===== src/design/etl_fifo.sv =====
module etl_fifo #(
	parameter type T = logic,
	parameter int DEPTH = 2,
	localparam int LVW = $clog2(DEPTH + 1)
) (
	input  logic           clk,
	input  logic           arst_n,
	input  logic           push,
	input  T               wdata,
	output logic           full,
	input  logic           pop,
	output T               rdata,
	output logic           empty,
	output logic [LVW-1:0] level
);
	localparam int PW = (DEPTH > 1) ? $clog2(DEPTH) : 1;

	T              slots_q [DEPTH];
	logic [PW-1:0] wr_ptr_q;
	logic [PW-1:0] rd_ptr_q;
	logic [LVW-1:0] count_q;

	// Status flags and head of the queue.
	assign full  = (count_q == LVW'(DEPTH));
	assign empty = (count_q == '0);
	assign level = count_q;
	assign rdata = slots_q[rd_ptr_q];

	// Pointers and occupancy.
	always_ff @(posedge clk or negedge arst_n) begin
		if (!arst_n) begin
			wr_ptr_q <= '0;
			rd_ptr_q <= '0;
			count_q  <= '0;
		end else begin
			if (push) begin
				wr_ptr_q <= (wr_ptr_q == PW'(DEPTH - 1)) ? '0 : wr_ptr_q + 1'b1;
			end
			if (pop) begin
				rd_ptr_q <= (rd_ptr_q == PW'(DEPTH - 1)) ? '0 : rd_ptr_q + 1'b1;
			end
			if (push && !pop) begin
				count_q <= count_q + 1'b1;
			end else if (pop && !push) begin
				count_q <= count_q - 1'b1;
			end
		end
	end

	// Storage needs no reset.
	always_ff @(posedge clk) begin
		if (push) begin
			slots_q[wr_ptr_q] <= wdata;
		end
	end

	a_no_overflow: assert property (@(posedge clk) disable iff (!arst_n)
		push |-> (!full || pop))
		else $error("queue written while full");

	a_no_underflow: assert property (@(posedge clk) disable iff (!arst_n)
		pop |-> !empty)
		else $error("queue read while empty");

endmodule


===== config.mk =====
export PLATFORM = sky130hd
export DESIGN_NAME = etl_fifo
export DESIGN_NICKNAME = d
export VERILOG_FILES = /design/src/design/etl_fifo.sv
export SDC_FILE = /design/constraint.sdc
export NUM_CORES = 1
export LEC_CHECK = 0
export ABC_AREA = 1
export BUFFER_PORTS_ARGS = -buffer_cell sky130_fd_sc_hd__buf_2
export CORE_AREA = 5 5 42 44
export CTS_CLUSTER_DIAMETER = 30
export CTS_CLUSTER_SIZE = 16
export DETAILED_ROUTE_END_ITERATION = 10
export DIE_AREA = 0 0 47 49
export PLACE_DENSITY = 0.43
export SYNTH_ARGS = -nofsm -noshare
export SYNTH_HDL_FRONTEND = slang
export SYNTH_SLANG_ARGS = --single-unit

===== constraint.sdc =====
create_clock -name clk -period 2.42 [get_ports clk]
set_clock_uncertainty 0.15 [all_clocks]
set_input_delay 0 -clock clk [delete_from_list [all_inputs] [get_ports clk]]
set_output_delay 0 -clock clk [all_outputs]
set_load 0.02 [all_outputs]

==> summary.md <==
| Metric | Value |
|---|---|
| Slew HR | 86.7% |
| First-pass GRT wire length | 972 um |
| Critical path's largest stage delay | 530 ps |
| 1st-iter DRT viols | 3 |
| Worst-margin pin slew | 198 ps |
| Tcrit/Tclk final | 53.4% |
| Layout cell share with drive strength beyond 1 | 30.6% |
| Worst setup EP type | flop |
| Final Setup Violations | 0 |
| Largest net degree at the start of global routing | 7 |
| Hpwl dp | 429 um |
| Synthesized area per cell | 9.03 sq um |
| #FFs+latches synth | 6 |
| Fin area | 427 sq um |
| Chip Width | 47 um |
| Core box area | 0.00140 sq mm |
| PnR worst setup slack | 1130 ps |
| Final #Nets | 57 |
| Worst path bufs/invs | 3 |
| Die height | 49 um |
| CTS Buf Count | 3 |
| Initial core utilization | 20.6% |
| Number of max-slew violations in the final report | 0 |
| Synth warnings | 0 |
| Crit Path Category | input port to flop |
| Clock Power Share | 21.5% |
| Die area | 0.00230 sq mm |
| Number of setup buffers added after CTS | 0 |
| TritonCTS clock tree | built |
| Clock buffer depth | 2 |
| Synth area leaders | dfrtp_1 (35%), edfxtp_1 (21%), nand2_1 (12%) |
| Worst-Skew Late Latency | 240 ps |
| Worst setup SP type | input port |
| Initial antenna violation count | 0 |
| Minimum clock period | 1290 ps |
| Max-Cap Viols | 0 |
| Post-synth top area share | 34.6% |
| Comb power frac | 37.1% |
| Worst hold path class | input port to flop |
| Total Power | 428 uW |
| Routed wire length | 524 um |
| Area leader, netlist | dfrtp_1 |
| Peak VDD IR | 0.403 mV |
| Avg WL per Cell | 8.06 um |
| Critical Path RT | 2450 ps |
| Syn_nets | 38 |
| Clock Root Buffer | clkbuf_4 |
| Power Dens Cells | 1000 mW/mm^2 |
| DP Area | 354 sq um |
| Crit path max-delay family | buffers and inverters |
| Pleak | 0.000232 uW |
| CTS clk-pin slew, worst paths | 50 ps |
| ANT nets after route | 0 |
| Via density | 3.82 |
| Diode count | 0 |
| CTS H-Tree Depth | 1 |
| Via count | 248 |
| Post-synthesis sequential area ratio | 55.4% |
| Remaining Overflow, GRT | 0 |
| Worst slack, placed | 1420 ps |
| Switch share | 38.1% |
| Sequential Power Share | 41.5% |
| RSZ-0062 raised after global routing | false |
| Outcome | completed |
| Worst reg-to-reg setup slack | 1430 ps |
| Psw | 163 uW |
| Setup Total Neg Slack | 0 ps |
| Gr usage total | 5.95% |
| Crit path DAT | 1320 ps |
| First-pass DRT Iterations | 4 |
| Placer Congestion | 0.651 |
| Mapped cell area | 289 sq um |
| Crit-path max FO | 4 |
| Final Hold Vio Count | 0 |
| Synth-to-Final Area Change | 47.6% |
| I/O pins | 10 |
| Row cnt | 14 |
| I/O Buffers | 9 |
| Cell internal pwr | 265 uW |
| Crit path cell chain | dlygate4sd3_1 > buf_2 > ha_1 > inv_1 > nand2_1 > nand2_1 > nand3_1 > nand2_1 |
| Post-synthesis cell type count | 11 |
| CTS hold repair buffers | 5 |
| Most used cell, CP | nand2_1 |
| Worst hold margin | 333 ps |
| DRC Markers | 0 |
| CTS Sinks | 6 |
| Fmax | 0.774 GHz |
| Post-synthesis cell count | 32 |
| Post_cts resized | 0 |
| Vias in the first global route | 251 |
| Slowest cell on the critical path | dlygate4sd3_1 |
[cell type report]
type / instances / area (sq um)
Inverter: 7 / 26.3
Clock buffer: 3 / 22.5
Sequential cell: 6 / 160
Tap cell: 16 / 20.0
Fill cell: 166 / 975
Multi-Input combinational cell: 19 / 103
Timing Repair Buffer: 14 / 95.1
[metal layers]
| metal | part of all wire, % | vias to the layer above | wire [um] | global-route usage [%] |
|---|---|---|---|---|
| met1 | 42 | 108 | 222 | 6.71 |
| met5 | 0 | - | 0 | 0 |
| met2 | 51 | 7 | 268 | 8.82 |
| met3 | 2.7 | 3 | 14 | 1.11 |
| li1 | - | 130 | - | - |
| met4 | 3.6 | 0 | 19 | 5.53 |
[kinds of logic after synthesis]
group	count (synthesis)	synth area share [%]
simple gates	15	21.2
buf+inv	7	9.09
flops	6	55.4
xor+xnor	2	6.06
mux	1	3.90
fa+ha+maj	1	4.33
[through the flow]
stage,utilization [%],cells
floorplan,-,32
global placement,25.3,57
detailed placement,25.3,57
CTS,30.4,65
global route,30.4,65
finish,30.4,65
[state kept, by name, indices dropped and copies added, names as in the netlist]
name and count:
level 2, wr_ptr_q 1, rd_ptr_q 1, slots_q 2
[cell usage in the layout (no fill, tap or decap)]
cell type / netlist / final
clkbuf_4: 0 / 3
mux2_2: 1 / 1
buf_2: 0 / 9
edfxtp_1: 2 / 2
ha_1: 1 / 1
xor2_1: 2 / 2
inv_1: 6 / 6
nand2_1: 9 / 9
dfrtp_1: 4 / 4
nand2_2: 1 / 1
dlygate4sd3_1: 0 / 5
inv_2: 1 / 1
nor2_1: 3 / 3
nand3_1: 2 / 2
[tightest hold or removal path, stage by stage]
cell and delay (ps):
dlygate4sd3_1 520, buf_2 110, xor2_1 50
[Yosys cell counts]
library cell  n
nor2_1        3
edfxtp_1      2
nand3_1       2
dfrtp_1       4
inv_2         1
mux2_2        1
nand2_2       1
xor2_1        2
inv_1         6
nand2_1       9
ha_1          1
[power by group through the flow]
stage,Combinational [uW],Sequential (uW),Clock (uW)
floorplan,92.4,189,0
global placement,155,178,0
detailed placement,155,180,0
CTS,162,178,95.1
global route,178,184,99.2
finish,158,177,91.8
[path summary, 6_finish.rpt]
check	startpoint	endpoint	depth (start not counted)
setup / recovery	push	level[1]$_DFFE_PN0P_	8
hold / removal	pop	rd_ptr_q$_DFFE_PN0P_	3
min in group asynchronous	arst_n	level[0]$_DFFE_PN0P_	3
setup reg to reg	level[0]$_DFFE_PN0P_	level[1]$_DFFE_PN0P_	5
max in group asynchronous	arst_n	rd_ptr_q$_DFFE_PN0P_	3
hold reg to reg	rd_ptr_q$_DFFE_PN0P_	rd_ptr_q$_DFFE_PN0P_	1
(Power assumes the default switching activity.)
