--- config.mk ---
export PLATFORM = sky130hd
export DESIGN_NAME = etl_front
export DESIGN_NICKNAME = d
export VERILOG_FILES = /design/src/design/etl_pkg.sv /design/src/design/etl_front.sv
export SDC_FILE = /design/constraint.sdc
export NUM_CORES = 1
export LEC_CHECK = 0
export ABC_AREA = 1
export ABC_CLOCK_PERIOD_IN_PS = 10000
export BUFFER_PORTS_ARGS = -buffer_cell sky130_fd_sc_hd__buf_2
export CAP_MARGIN = 30
export CORE_ASPECT_RATIO = 0.7
export CORE_MARGIN = 3
export CORE_UTILIZATION = 45
export CTS_CLUSTER_SIZE = 8
export DETAILED_ROUTE_END_ITERATION = 12
export MAX_ROUTING_LAYER = met4
export PLACE_DENSITY = 0.69
export SLEW_MARGIN = 20
export SYNTH_ARGS = -nofsm -noshare
export SYNTH_HDL_FRONTEND = slang
export SYNTH_SLANG_ARGS = --single-unit
--- constraint.sdc ---
create_clock -name clk -period 10 [get_ports clk]
set_input_delay 1 -clock clk [delete_from_list [all_inputs] [get_ports clk]]
set_output_delay 1 -clock clk [all_outputs]
set_load 0.02 [all_outputs]
--- src/design/etl_pkg.sv ---
package etl_pkg;

	// Request codes carried on req_type.
	typedef enum logic [2:0] {
		REQ_START = 3'd0,
		REQ_STOP  = 3'd1,
		REQ_EDGE  = 3'd2,
		REQ_TICK  = 3'd3,
		REQ_SWAP  = 3'd4,
		REQ_READ  = 3'd5
	} req_t;

	// Row address width that covers the largest supported bank size.
	localparam int ADDR_W = 12;

	// Level marks ORed into the 14-bit timer value of an edge word.
	localparam logic [15:0] MARK_HIGH = 16'h4000;
	localparam logic [15:0] MARK_LOW  = 16'h8000;

	// A run byte below or at this value can still be incremented in place.
	localparam logic [5:0] RUN_LIMIT = 6'd62;

	// One write port of a byte memory.
	typedef struct packed {
		logic              en;
		logic [ADDR_W-1:0] row;
		logic [7:0]        data;
	} mem_wr_t;

	// Result fields that are settled when the request is classified.
	typedef struct packed {
		logic        accepted;
		logic        dropped;
		logic        bank;
		logic [9:0]  frozen_len;
		logic [15:0] edge_count;
	} res_t;

	// Command handed from the front to the back.
	typedef struct packed {
		mem_wr_t           wr_even;
		mem_wr_t           wr_odd;
		logic              rd_en;
		logic              rd_odd;
		logic [ADDR_W-1:0] rd_row;
		res_t              res;
	} cmd_t;

	// Completed result beat.
	typedef struct packed {
		res_t       res;
		logic [7:0] byte_data;
	} out_t;

endpackage

--- src/design/etl_front.sv ---
module etl_front #(
	parameter int BANK_BYTES = 512
) (
	input  logic           clk,
	input  logic           arst_n,
	input  logic           take,
	input  logic [2:0]     req_type,
	input  logic           pin_level,
	input  logic [13:0]    timer_count,
	input  logic [8:0]     byte_index,
	output etl_pkg::cmd_t  cmd
);
	import etl_pkg::*;

	localparam int FW   = $clog2(BANK_BYTES + 1);
	localparam int FW1  = FW + 1;
	localparam int HALF = (BANK_BYTES + 1) / 2;
	localparam int CW   = (FW > 9) ? FW : 9;
	localparam int LW   = (FW > 10) ? FW : 10;

	logic [FW-1:0] fill_a_q, fill_b_q;
	logic          active_q;
	logic          run_open_q;
	logic [5:0]    last_run_q;
	logic          logging_q;
	logic [15:0]   high_edges_q;

	logic [FW-1:0] fill_a_d, fill_b_d;
	logic          active_d;
	logic          run_open_d;
	logic [5:0]    last_run_d;
	logic          logging_d;
	logic [15:0]   high_edges_d;

	logic [FW-1:0] fp, ofill, fp_inc;
	logic [FW-1:0] pos;
	logic [LW-1:0] flen_ext;
	logic [15:0]   word;
	logic [7:0]    byte_val;
	logic          room_two;

	// Row of a byte in the parity-split memories.
	function automatic logic [ADDR_W-1:0] row_of(input logic bank, input logic [CW-1:0] p);
		logic [ADDR_W-1:0] base;
		base = bank ? ADDR_W'(HALF) : '0;
		return base + ADDR_W'(p >> 1);
	endfunction

	// Fill of the bank being written and of the handed-over bank.
	assign fp       = active_q ? fill_b_q : fill_a_q;
	assign ofill    = active_q ? fill_a_q : fill_b_q;
	assign fp_inc   = fp + 1'b1;
	assign flen_ext = LW'(fp);
	assign word     = {2'b00, timer_count} | (pin_level ? MARK_HIGH : MARK_LOW);
	assign room_two = ({1'b0, fp} + FW1'(2)) <= FW1'(BANK_BYTES);

	// Classify the request, compute the next state and the memory command.
	always_comb begin
		fill_a_d     = fill_a_q;
		fill_b_d     = fill_b_q;
		active_d     = active_q;
		run_open_d   = run_open_q;
		last_run_d   = last_run_q;
		logging_d    = logging_q;
		high_edges_d = high_edges_q;
		pos          = fp;
		byte_val     = 8'd1;
		cmd          = '0;
		case (req_t'(req_type))
			REQ_START: begin
				fill_a_d     = '0;
				fill_b_d     = '0;
				active_d     = 1'b0;
				run_open_d   = 1'b0;
				last_run_d   = '0;
				high_edges_d = '0;
				logging_d    = 1'b1;
				cmd.res.accepted = 1'b1;
			end
			REQ_STOP: begin
				logging_d = 1'b0;
				cmd.res.accepted = 1'b1;
			end
			REQ_EDGE: begin
				if (logging_q) begin
					if (room_two) begin
						// The two bytes always land in different parity memories.
						if (!fp[0]) begin
							cmd.wr_even = '{en: 1'b1, row: row_of(active_q, CW'(fp)),
								data: word[15:8]};
							cmd.wr_odd  = '{en: 1'b1, row: row_of(active_q, CW'(fp)),
								data: word[7:0]};
						end else begin
							cmd.wr_odd  = '{en: 1'b1, row: row_of(active_q, CW'(fp)),
								data: word[15:8]};
							cmd.wr_even = '{en: 1'b1, row: row_of(active_q, CW'(fp_inc)),
								data: word[7:0]};
						end
						if (active_q) begin
							fill_b_d = fp + FW'(2);
						end else begin
							fill_a_d = fp + FW'(2);
						end
						run_open_d = 1'b0;
						cmd.res.accepted = 1'b1;
					end else begin
						cmd.res.dropped = 1'b1;
					end
					if (pin_level) begin
						high_edges_d = high_edges_q + 1'b1;
					end
				end
			end
			REQ_TICK: begin
				if (logging_q) begin
					if (run_open_q && (last_run_q <= RUN_LIMIT) && (fp != '0)) begin
						// Bump the open run byte in place from its shadow.
						last_run_d = last_run_q + 1'b1;
						pos        = fp - 1'b1;
						byte_val   = {2'b00, last_run_d};
						cmd.res.accepted = 1'b1;
					end else if (fp < FW'(BANK_BYTES)) begin
						pos        = fp;
						byte_val   = 8'd1;
						run_open_d = 1'b1;
						last_run_d = 6'd1;
						if (active_q) begin
							fill_b_d = fp_inc;
						end else begin
							fill_a_d = fp_inc;
						end
						cmd.res.accepted = 1'b1;
					end else begin
						cmd.res.dropped = 1'b1;
					end
					if (cmd.res.accepted) begin
						if (pos[0]) begin
							cmd.wr_odd  = '{en: 1'b1, row: row_of(active_q, CW'(pos)),
								data: byte_val};
						end else begin
							cmd.wr_even = '{en: 1'b1, row: row_of(active_q, CW'(pos)),
								data: byte_val};
						end
					end
				end
			end
			REQ_SWAP: begin
				if (fp != '0) begin
					cmd.res.bank       = active_q;
					cmd.res.frozen_len = flen_ext[9:0];
					active_d           = ~active_q;
					if (active_q) begin
						fill_a_d = '0;
					end else begin
						fill_b_d = '0;
					end
					run_open_d = 1'b0;
					cmd.res.accepted = 1'b1;
				end
			end
			REQ_READ: begin
				if (CW'(byte_index) < CW'(ofill)) begin
					cmd.rd_en  = 1'b1;
					cmd.rd_odd = byte_index[0];
					cmd.rd_row = row_of(~active_q, CW'(byte_index));
					cmd.res.accepted = 1'b1;
				end
			end
			default: begin
			end
		endcase
		cmd.res.edge_count = high_edges_d;
	end

	// Logger state.
	always_ff @(posedge clk or negedge arst_n) begin
		if (!arst_n) begin
			fill_a_q     <= '0;
			fill_b_q     <= '0;
			active_q     <= 1'b0;
			run_open_q   <= 1'b0;
			last_run_q   <= '0;
			logging_q    <= 1'b0;
			high_edges_q <= '0;
		end else if (take) begin
			fill_a_q     <= fill_a_d;
			fill_b_q     <= fill_b_d;
			active_q     <= active_d;
			run_open_q   <= run_open_d;
			last_run_q   <= last_run_d;
			logging_q    <= logging_d;
			high_edges_q <= high_edges_d;
		end
	end

	a_start_clears: assert property (@(posedge clk) disable iff (!arst_n)
		(take && req_type == REQ_START) |=>
			(logging_q && fill_a_q == '0 && fill_b_q == '0 && high_edges_q == '0))
		else $error("start did not clear the logger state");

	a_run_has_byte: assert property (@(posedge clk) disable iff (!arst_n)
		run_open_q |-> (fp != '0 && last_run_q != '0))
		else $error("open run without a run byte in the active bank");

	a_fill_bound: assert property (@(posedge clk) disable iff (!arst_n)
		(fill_a_q <= FW'(BANK_BYTES)) && (fill_b_q <= FW'(BANK_BYTES)))
		else $error("bank fill beyond bank size");

endmodule

==> impl_metrics.csv, run 1 <==
group,metric,value,unit
clocking,clock_sinks,45,
routing,vias_per_cell,5.708,
yosys,synth-edff-count,0,
yosys,ys_types,46,
yosys,syn_area,4782,µm²
power,switchingPower,263.3,µW
floorplan,die-width,129.2,µm
power,internal_power,371.6,µW
sta,post-route-period-util,47.78,%
global_routing,grt_pass1_wl,24740,µm
routing,drc,0,
global_routing,grt_overflow,0,
setup_path,cp.required,9.00,ns
clocking,cts_max_path_buffers,2,
clocking,root_buffer,"clkbuf_16",
yosys,avgSynthCellArea,6.454,µm²
sta,fmax,0.2093,GHz
global_routing,grt_pass1_vias,4816,
floorplan,num_io_pins,115,
routing,routed_wl,16040,µm
clocking,cts_tree,"yes",
global_routing,grt_max_degree,39,
setup_path,worst_setup_path_start_kind,"register",
final_layout,mostFrequentLayoutCell,"nand2_1",
yosys,synth.largest_area_cell,"dfrtp_1",
yosys,synth_top_area_share,23.55,%
floorplan,rows,30,
routing,dr.max_layer_used,"met4",
setup_path,crit_arrival,3.78,ns
place,io_buffer_count,107,
sta,tightest_slew,0.8199,ns
status,status,"finished clean",
flow_run,cap_viol_max_count,0,
power,powerDensity,115.8,nW/µm²
min_path,hold_class,"register to register",
power,combPwrFrac,39.5,%
sta,rsz0062_at_grt,"false",
floorplan,core,10020,µm²
sta,slew_violations,0,
clocking,path_clk_slew,0.06,ns
final_layout,area_growth,14.63,%
sta,finClkSkew,0.006289,ns
power,power_leakage,0.002874,µW
clocking,postCtsSetupBuffers,0,
routing,first_pass_iters,6,
final_layout,diodes,0,
routing,dr_wl_met2,6656,µm
clocking,postCtsHoldBufs,0,
final_layout,layout.nets,881,
setup_path,crit_type,"register to output port",
sta,fin_crit,4.778,ns
setup_path,cp-end-kind,"output port",
yosys,synthCells,741,
sta,tns,0,ns
floorplan,dieArea,11920,µm²
routing,ant_nets,0,
clocking,worstSkewPairLatency,0.29,ns
routing,drt_first_iter_violations,505,
clocking,cts_resized,0,
clocking,ctsHtreeMaxLevel,2,
global_routing,grtUsageTotal,26.91,%
routing,post_drt_wl_per_cell,16.69,µm
floorplan,die_h,92.25,µm
final_layout,drive_gt1_share,21.25,%
clocking,numCtsBuffers,5,
yosys,ys_seq_elements,45,
sta,maxSlewHeadroom,45.14,%
place,place.gp.congestion,0.9873,
place,hpwl,12290,µm
power,p_seq_share,33.5,%
routing,wl_met1,7390,µm
global_routing,antenna_found_initial,0,
yosys,ys.flop_type,"dfrtp_1",
sta,hold_slack,0.4756,ns
routing,wl_met3,1621,µm
yosys,yosys-top-cells-area,"dfrtp_1, nand2_1, o21ai_0",
yosys,synth_warnings,0,
sta,setup_violations,0,
power,p_sw_share,41.46,%
floorplan,start_util,47.72,%
power,ir_worst_vdd,0.06431,mV
power,clkPwrFrac,27.1,%
final_layout,layout_common_cells,"nand2_1, buf_2, inv_1",
yosys,seq_area_frac_synth,23.55,%
yosys,async_reset_ff_share,100.0,%
setup_path,cp_max_fo,32,
sta,hold_viol_final,0,
routing,dr_total_vias,5485,
[Yosys cell counts, drive strengths merged (3+ instances only)]
library cell / n
nand2: 217
inv: 97
o21ai: 82
nor2: 72
dfrtp: 45
nand3: 41
o22ai: 36
nand4: 32
buf: 25
ha: 19
a21oi: 12
clkbuf: 11
xor2: 11
nor3: 10
mux2i: 6
nor4: 3
or2: 3
[worst max-delay path: stages, from the launching register on]
cell	delay, ns
dfrtp_1	0.51
buf_4	0.45
inv_6	0.13
nand2_1	0.09
nand2_1	0.05
buf_4	0.24
inv_1	0.65
ha_1	0.31
nand3_1	0.14
inv_1	0.08
nand2_1	0.06
xor2_1	0.17
nand2_1	0.08
o21ai_0	0.14
o21ai_1	0.19
buf_2	0.18
[cell type report]
cell class,count,area [µm²]
clock buffer,6,138.9
clock inverter,2,13.76
fill,1021,4541
inverter,99,377.9
multi-input combinational,567,3064
sequential,45,1126
tap,128,160.2
timing repair buffer,114,600.6
[cells by family after synthesis]
| group | share of synthesized area (%) |
|---|---|
| AOI/OAI and AO/OA | 17.45 |
| xor gates and xnor gates | 2.198 |
| adders and majority gates | 4.971 |
| buffers and inverters | 12.85 |
| DFF | 23.55 |
| muxes | 1.256 |
| other | 0.07842 |
| and+or+nand+nor | 37.65 |
[flip-flops by register name, indices dropped and copies added (netlist names)]
| signal | cells |
|---|---|
| logging_q | 1 |
| active_q | 1 |
| last_run_q | 6 |
| high_edges_q | 16 |
| fill_a_q | 10 |
| fill_b_q | 10 |
| run_open_q | 1 |
[final timing paths]
path	startpoint	endpoint	slack (ns)	depth (start not counted)
min in group asynchronous	arst_n	last_run_q[4]$_DFFE_PN0P_	0.63	1
hold / removal	fill_a_q[1]$_DFFE_PN0P_	fill_a_q[1]$_DFFE_PN0P_	0.48	2
setup reg to reg	active_q$_DFFE_PN0P_	fill_a_q[5]$_DFFE_PN0P_	6.33	15
setup / recovery	active_q$_DFFE_PN0P_	cmd[79]	5.22	15
hold reg to reg	fill_a_q[1]$_DFFE_PN0P_	fill_a_q[1]$_DFFE_PN0P_	0.48	2
max in group asynchronous	arst_n	high_edges_q[15]$_DFFE_PN0P_	8.86	2
[through the flow]
step	total power [µW]	cells	utilization, %	cell area, µm²	worst slack, ns
finish	634.9	961	54.69	5482	5.222
global route	676.3	961	54.69	5482	5.017
CTS	631.3	959	54.54	5466	5.336
global placement	451.9	950	52.82	5294	5.545
detailed placement	457.8	951	53.02	5314	5.520
floorplan	394.1	747	-	4805	5.884
[metal layers]
metal | vias to the layer above | GRT usage, %
li1 | 2621 | -
met1 | 2522 | 38.51
met2 | 317 | 37.33
met3 | 25 | 5.704
met4 | 0 | 9.266
met5 | - | -
[power groups by stage]
stage	logic [µW]	clock network, µW	registers (µW)
CTS	244	175	212
global route	275	187	215
detailed placement	243	0	215
floorplan	184	0	210
global placement	237	0	215
finish	251	172	212
No activity file was read; power rests on OpenSTA's default activity.
==> run 2, diff against run 1 <==
--- a/config.mk
+++ b/config.mk
@@ -5,8 +5,8 @@
 export SDC_FILE = /design/constraint.sdc
 export NUM_CORES = 1
 export LEC_CHECK = 0
-export ABC_AREA = 1
-export ABC_CLOCK_PERIOD_IN_PS = 10000
+export ABC_AREA = 0
+export ABC_CLOCK_PERIOD_IN_PS = 4590
 export BUFFER_PORTS_ARGS = -buffer_cell sky130_fd_sc_hd__buf_2
 export CAP_MARGIN = 30
 export CORE_ASPECT_RATIO = 0.7
==> constraint.sdc (replaced) <==
create_clock -name clk -period 4.59 [get_ports clk]
set_input_delay 0.459 -clock clk [delete_from_list [all_inputs] [get_ports clk]]
set_output_delay 0.459 -clock clk [all_outputs]
set_load 0.02 [all_outputs]
==> run 2 against run 1 <==
Die area down 4.8%. Wire length is 2.3% lower. Sequential power increased by 140%. Global-route usage increased by 0.15 points. Register-to-register slack lost 5.6 ns. Final cell count down 17%. Area after synthesis fell by 5.1%. Highest routed layer unchanged. Clock power increased to 2.6 times the previous value.
==> impl_metrics.csv, run 2 <==
group,metric,value,unit
status,status,"finished clean",
clocking,numCtsBuffers,5,
final_layout,layout.nets,726,
global_routing,grt_overflow,0,
routing,post_drt_wl_per_cell,19.54,µm
final_layout,drive_gt1_share,26.40,%
power,combPwrFrac,50.6,%
routing,vias_per_cell,6.099,
floorplan,num_io_pins,115,
floorplan,core,9434,µm²
min_path,hold_class,"primary input to async pin",
yosys,yosys-top-cells-area,"dfrtp_1, mux2i_1, mux2_2",
power,ir_worst_vdd,0.2146,mV
yosys,synth.largest_area_cell,"dfrtp_1",
sta,setup_violations,0,
final_layout,fillCellCount,881,
sta,fin_crit,4.266,ns
setup_path,critical_path.cell_chain,"nand2b_1 -> a21boi_1 -> inv_1 -> ha_1 -> nand4b_1 -> a22oi_1 -> buf_4 -> and2_1 -> nand3_1 -> o21ai_2 -> o21ai_4 -> buf_4 -> o21ai_0 -> buf_2",
setup_path,crit_start,"active_q$_DFFE_PN0P_",
final_layout,largest_reg_flops,16,
final_layout,mostFrequentLayoutCell,"buf_2",
yosys,seq_area_frac_synth,24.82,%
yosys,yosysMostFrequentCell,"nand2_1",
setup_path,r2r-end,"fill_a_q[1]$_DFFE_PN0P_",
power,internal_power,1050,µW
sta,post-route-period-util,92.94,%
setup_path,crit_type,"register to output port",
yosys,synthCells,575,
place,hpwl,11970,µm
global_routing,grt_pass1_vias,4424,
final_layout,largestRegisters,"high_edges_q (16), fill_a_q (10), fill_b_q (10)",
yosys,synth-edff-count,0,
sta,maxSlewHeadroom,48.16,%
global_routing,grt_max_degree,46,
place,io_buffer_count,107,
power,powerDensity,355.0,nW/µm²
setup_path,slowest_delay,0.62,ns
final_layout,diodes,0,
place,placed_area,5191,µm²
global_routing,grtUsageTotal,27.06,%
clocking,ctsHtreeMaxLevel,2,
setup_path,cp.required,4.13,ns
clocking,root_buffer,"clkbuf_16",
setup_path,cpMostUsedCell,"buf_4",
setup_path,crit_arrival,3.81,ns
sta,slew_violations,0,
setup_path,cp_slowest_cell,"dfrtp_4",
routing,dr_total_vias,4891,
sta,tns,0,ns
final_layout,final_area,5403,µm²
clocking,cts_max_path_buffers,2,
routing,routed_wl,15670,µm
clocking,cts_tree,"yes",
clocking,worstSkewPairLatency,0.29,ns
final_layout,layout_common_cells,"buf_2, nand2_1, nor2_1",
floorplan,die_h,90.01,µm
setup_path,cp_max_fo,31,
sta,hold_slack,0.2645,ns
yosys,ys_types,64,
setup_path,r2r_start,"active_q$_DFFE_PN0P_",
power,power_leakage,0.002534,µW
routing,ant_nets,0,
place,place.gp.congestion,0.9760,
sta,finClkSkew,0.004218,ns
yosys,synthTopCellsByCount,"nand2_1, nor2_1, o21ai_0",
yosys,synth_top_area_share,24.82,%
routing,first_pass_iters,7,
final_layout,largest-register,"high_edges_q",
sta,setup_ws,0.3240,ns
sta,rsz0062_at_grt,"false",
power,p_sw_share,45.25,%
yosys,avgSynthCellArea,7.890,µm²
routing,drt_first_iter_violations,509,
setup_path,worst_setup_path_start_kind,"register",
power,p_seq_share,26.4,%
yosys,synth_warnings,0,
final_layout,area_growth,19.08,%
global_routing,antenna_found_initial,0,
clocking,path_clk_slew,0.07,ns
sta,fmax,0.2344,GHz
power,clkPwrFrac,23.0,%
floorplan,start_util,48.09,%
yosys,ys_seq_elements,45,
clocking,postCtsHoldBufs,0,
routing,drc,0,
setup_path,r2r_cells,15,
yosys,ys.flop_type,"dfrtp_1",
sta,tightest_slew,0.7717,ns
floorplan,die-width,126.0,µm
floorplan,dieArea,11340,µm²
sta,hold_viol_final,0,
global_routing,grt_pass1_wl,24320,µm
floorplan,rows,29,
place,pre_cts_ws,0.4364,ns
setup_path,cp-end-kind,"output port",
yosys,syn_area,4537,µm²
yosys,async_reset_ff_share,100.0,%
setup_path,r2r_slack,0.69,ns
clocking,clock_sinks,45,
power,switchingPower,868.1,µW
flow_run,cap_viol_max_count,0,
[run 2: cells by family after synthesis]
family / Yosys count / synth area share (%)
DFF: 45 / 24.82
muxes: 71 / 17.02
adders and majority gates: 19 / 5.240
xor gates and xnor gates: 17 / 3.282
AOI/OAI and AO/OA: 139 / 19.50
buffers and inverters: 50 / 5.295
and+or+nand+nor: 233 / 24.77
other: 1 / 0.08266
[run 2: final cells by class]
cell class	instances	area, µm²	share of cell area, %
Clock inverter	3	50.05	0.9264
Clock buffer	5	125.1	2.316
Timing Repair Buffer	125	670.6	12.41
Sequential cell	45	1130	20.91
Tap cell	124	155.1	2.872
Inverter	14	52.55	0.9727
Multi-Input combinational cell	486	3219	59.59
[run 2: worst max-delay path by stage]
stage	to	slack, ns	depth (start not counted)
floorplan	cmd[58]	0.57	13
global placement	cmd[73]	0.57	13
detailed placement	cmd[73]	0.44	13
CTS	cmd[73]	0.11	13
global route	cmd[52]	0.1	14
finish	cmd[52]	0.32	14
[run 2: metrics by stage]
step                total power (µW)  utilization [%]  cells
finish                          1918            57.27    802
global route                    2020            57.27    802
CTS                             1880            56.88    800
detailed placement              1441            55.03    792
global placement                1422            55.03    792
floorplan                       1182                -    581
[run 2: power by group through the flow]
stage / registers (µW) / clock network (µW) / logic, µW
finish: 507 / 441 / 970
global route: 514 / 462 / 1040
CTS: 502 / 443 / 935
detailed placement: 509 / 0 / 932
global placement: 505 / 0 / 917
floorplan: 464 / 0 / 718
[run 2: per-layer routing]
metal	track usage (%)	vias to the layer above	share of wire (%)
li1	-	2279	-
met1	40.17	2338	47
met2	37.35	258	41
met3	7.405	16	11
met4	4.018	0	0.93
met5	-	-	0
[run 2: what timing repair did]
action / in CTS / in global routing
setup endpoints to repair: 0 / 36
setup buffers: 0 / 2
resized for setup: 0 / 5
[run 2: critical path: cells and delay by family (launching register included)]
family                     cells  cell delay, ns
and+or+nand+nor                4            0.77
adders and majority gates      1            0.36
AOI/OAI and AO/OA              5            0.92
DFF                            1            0.62
buffers and inverters          4            0.83
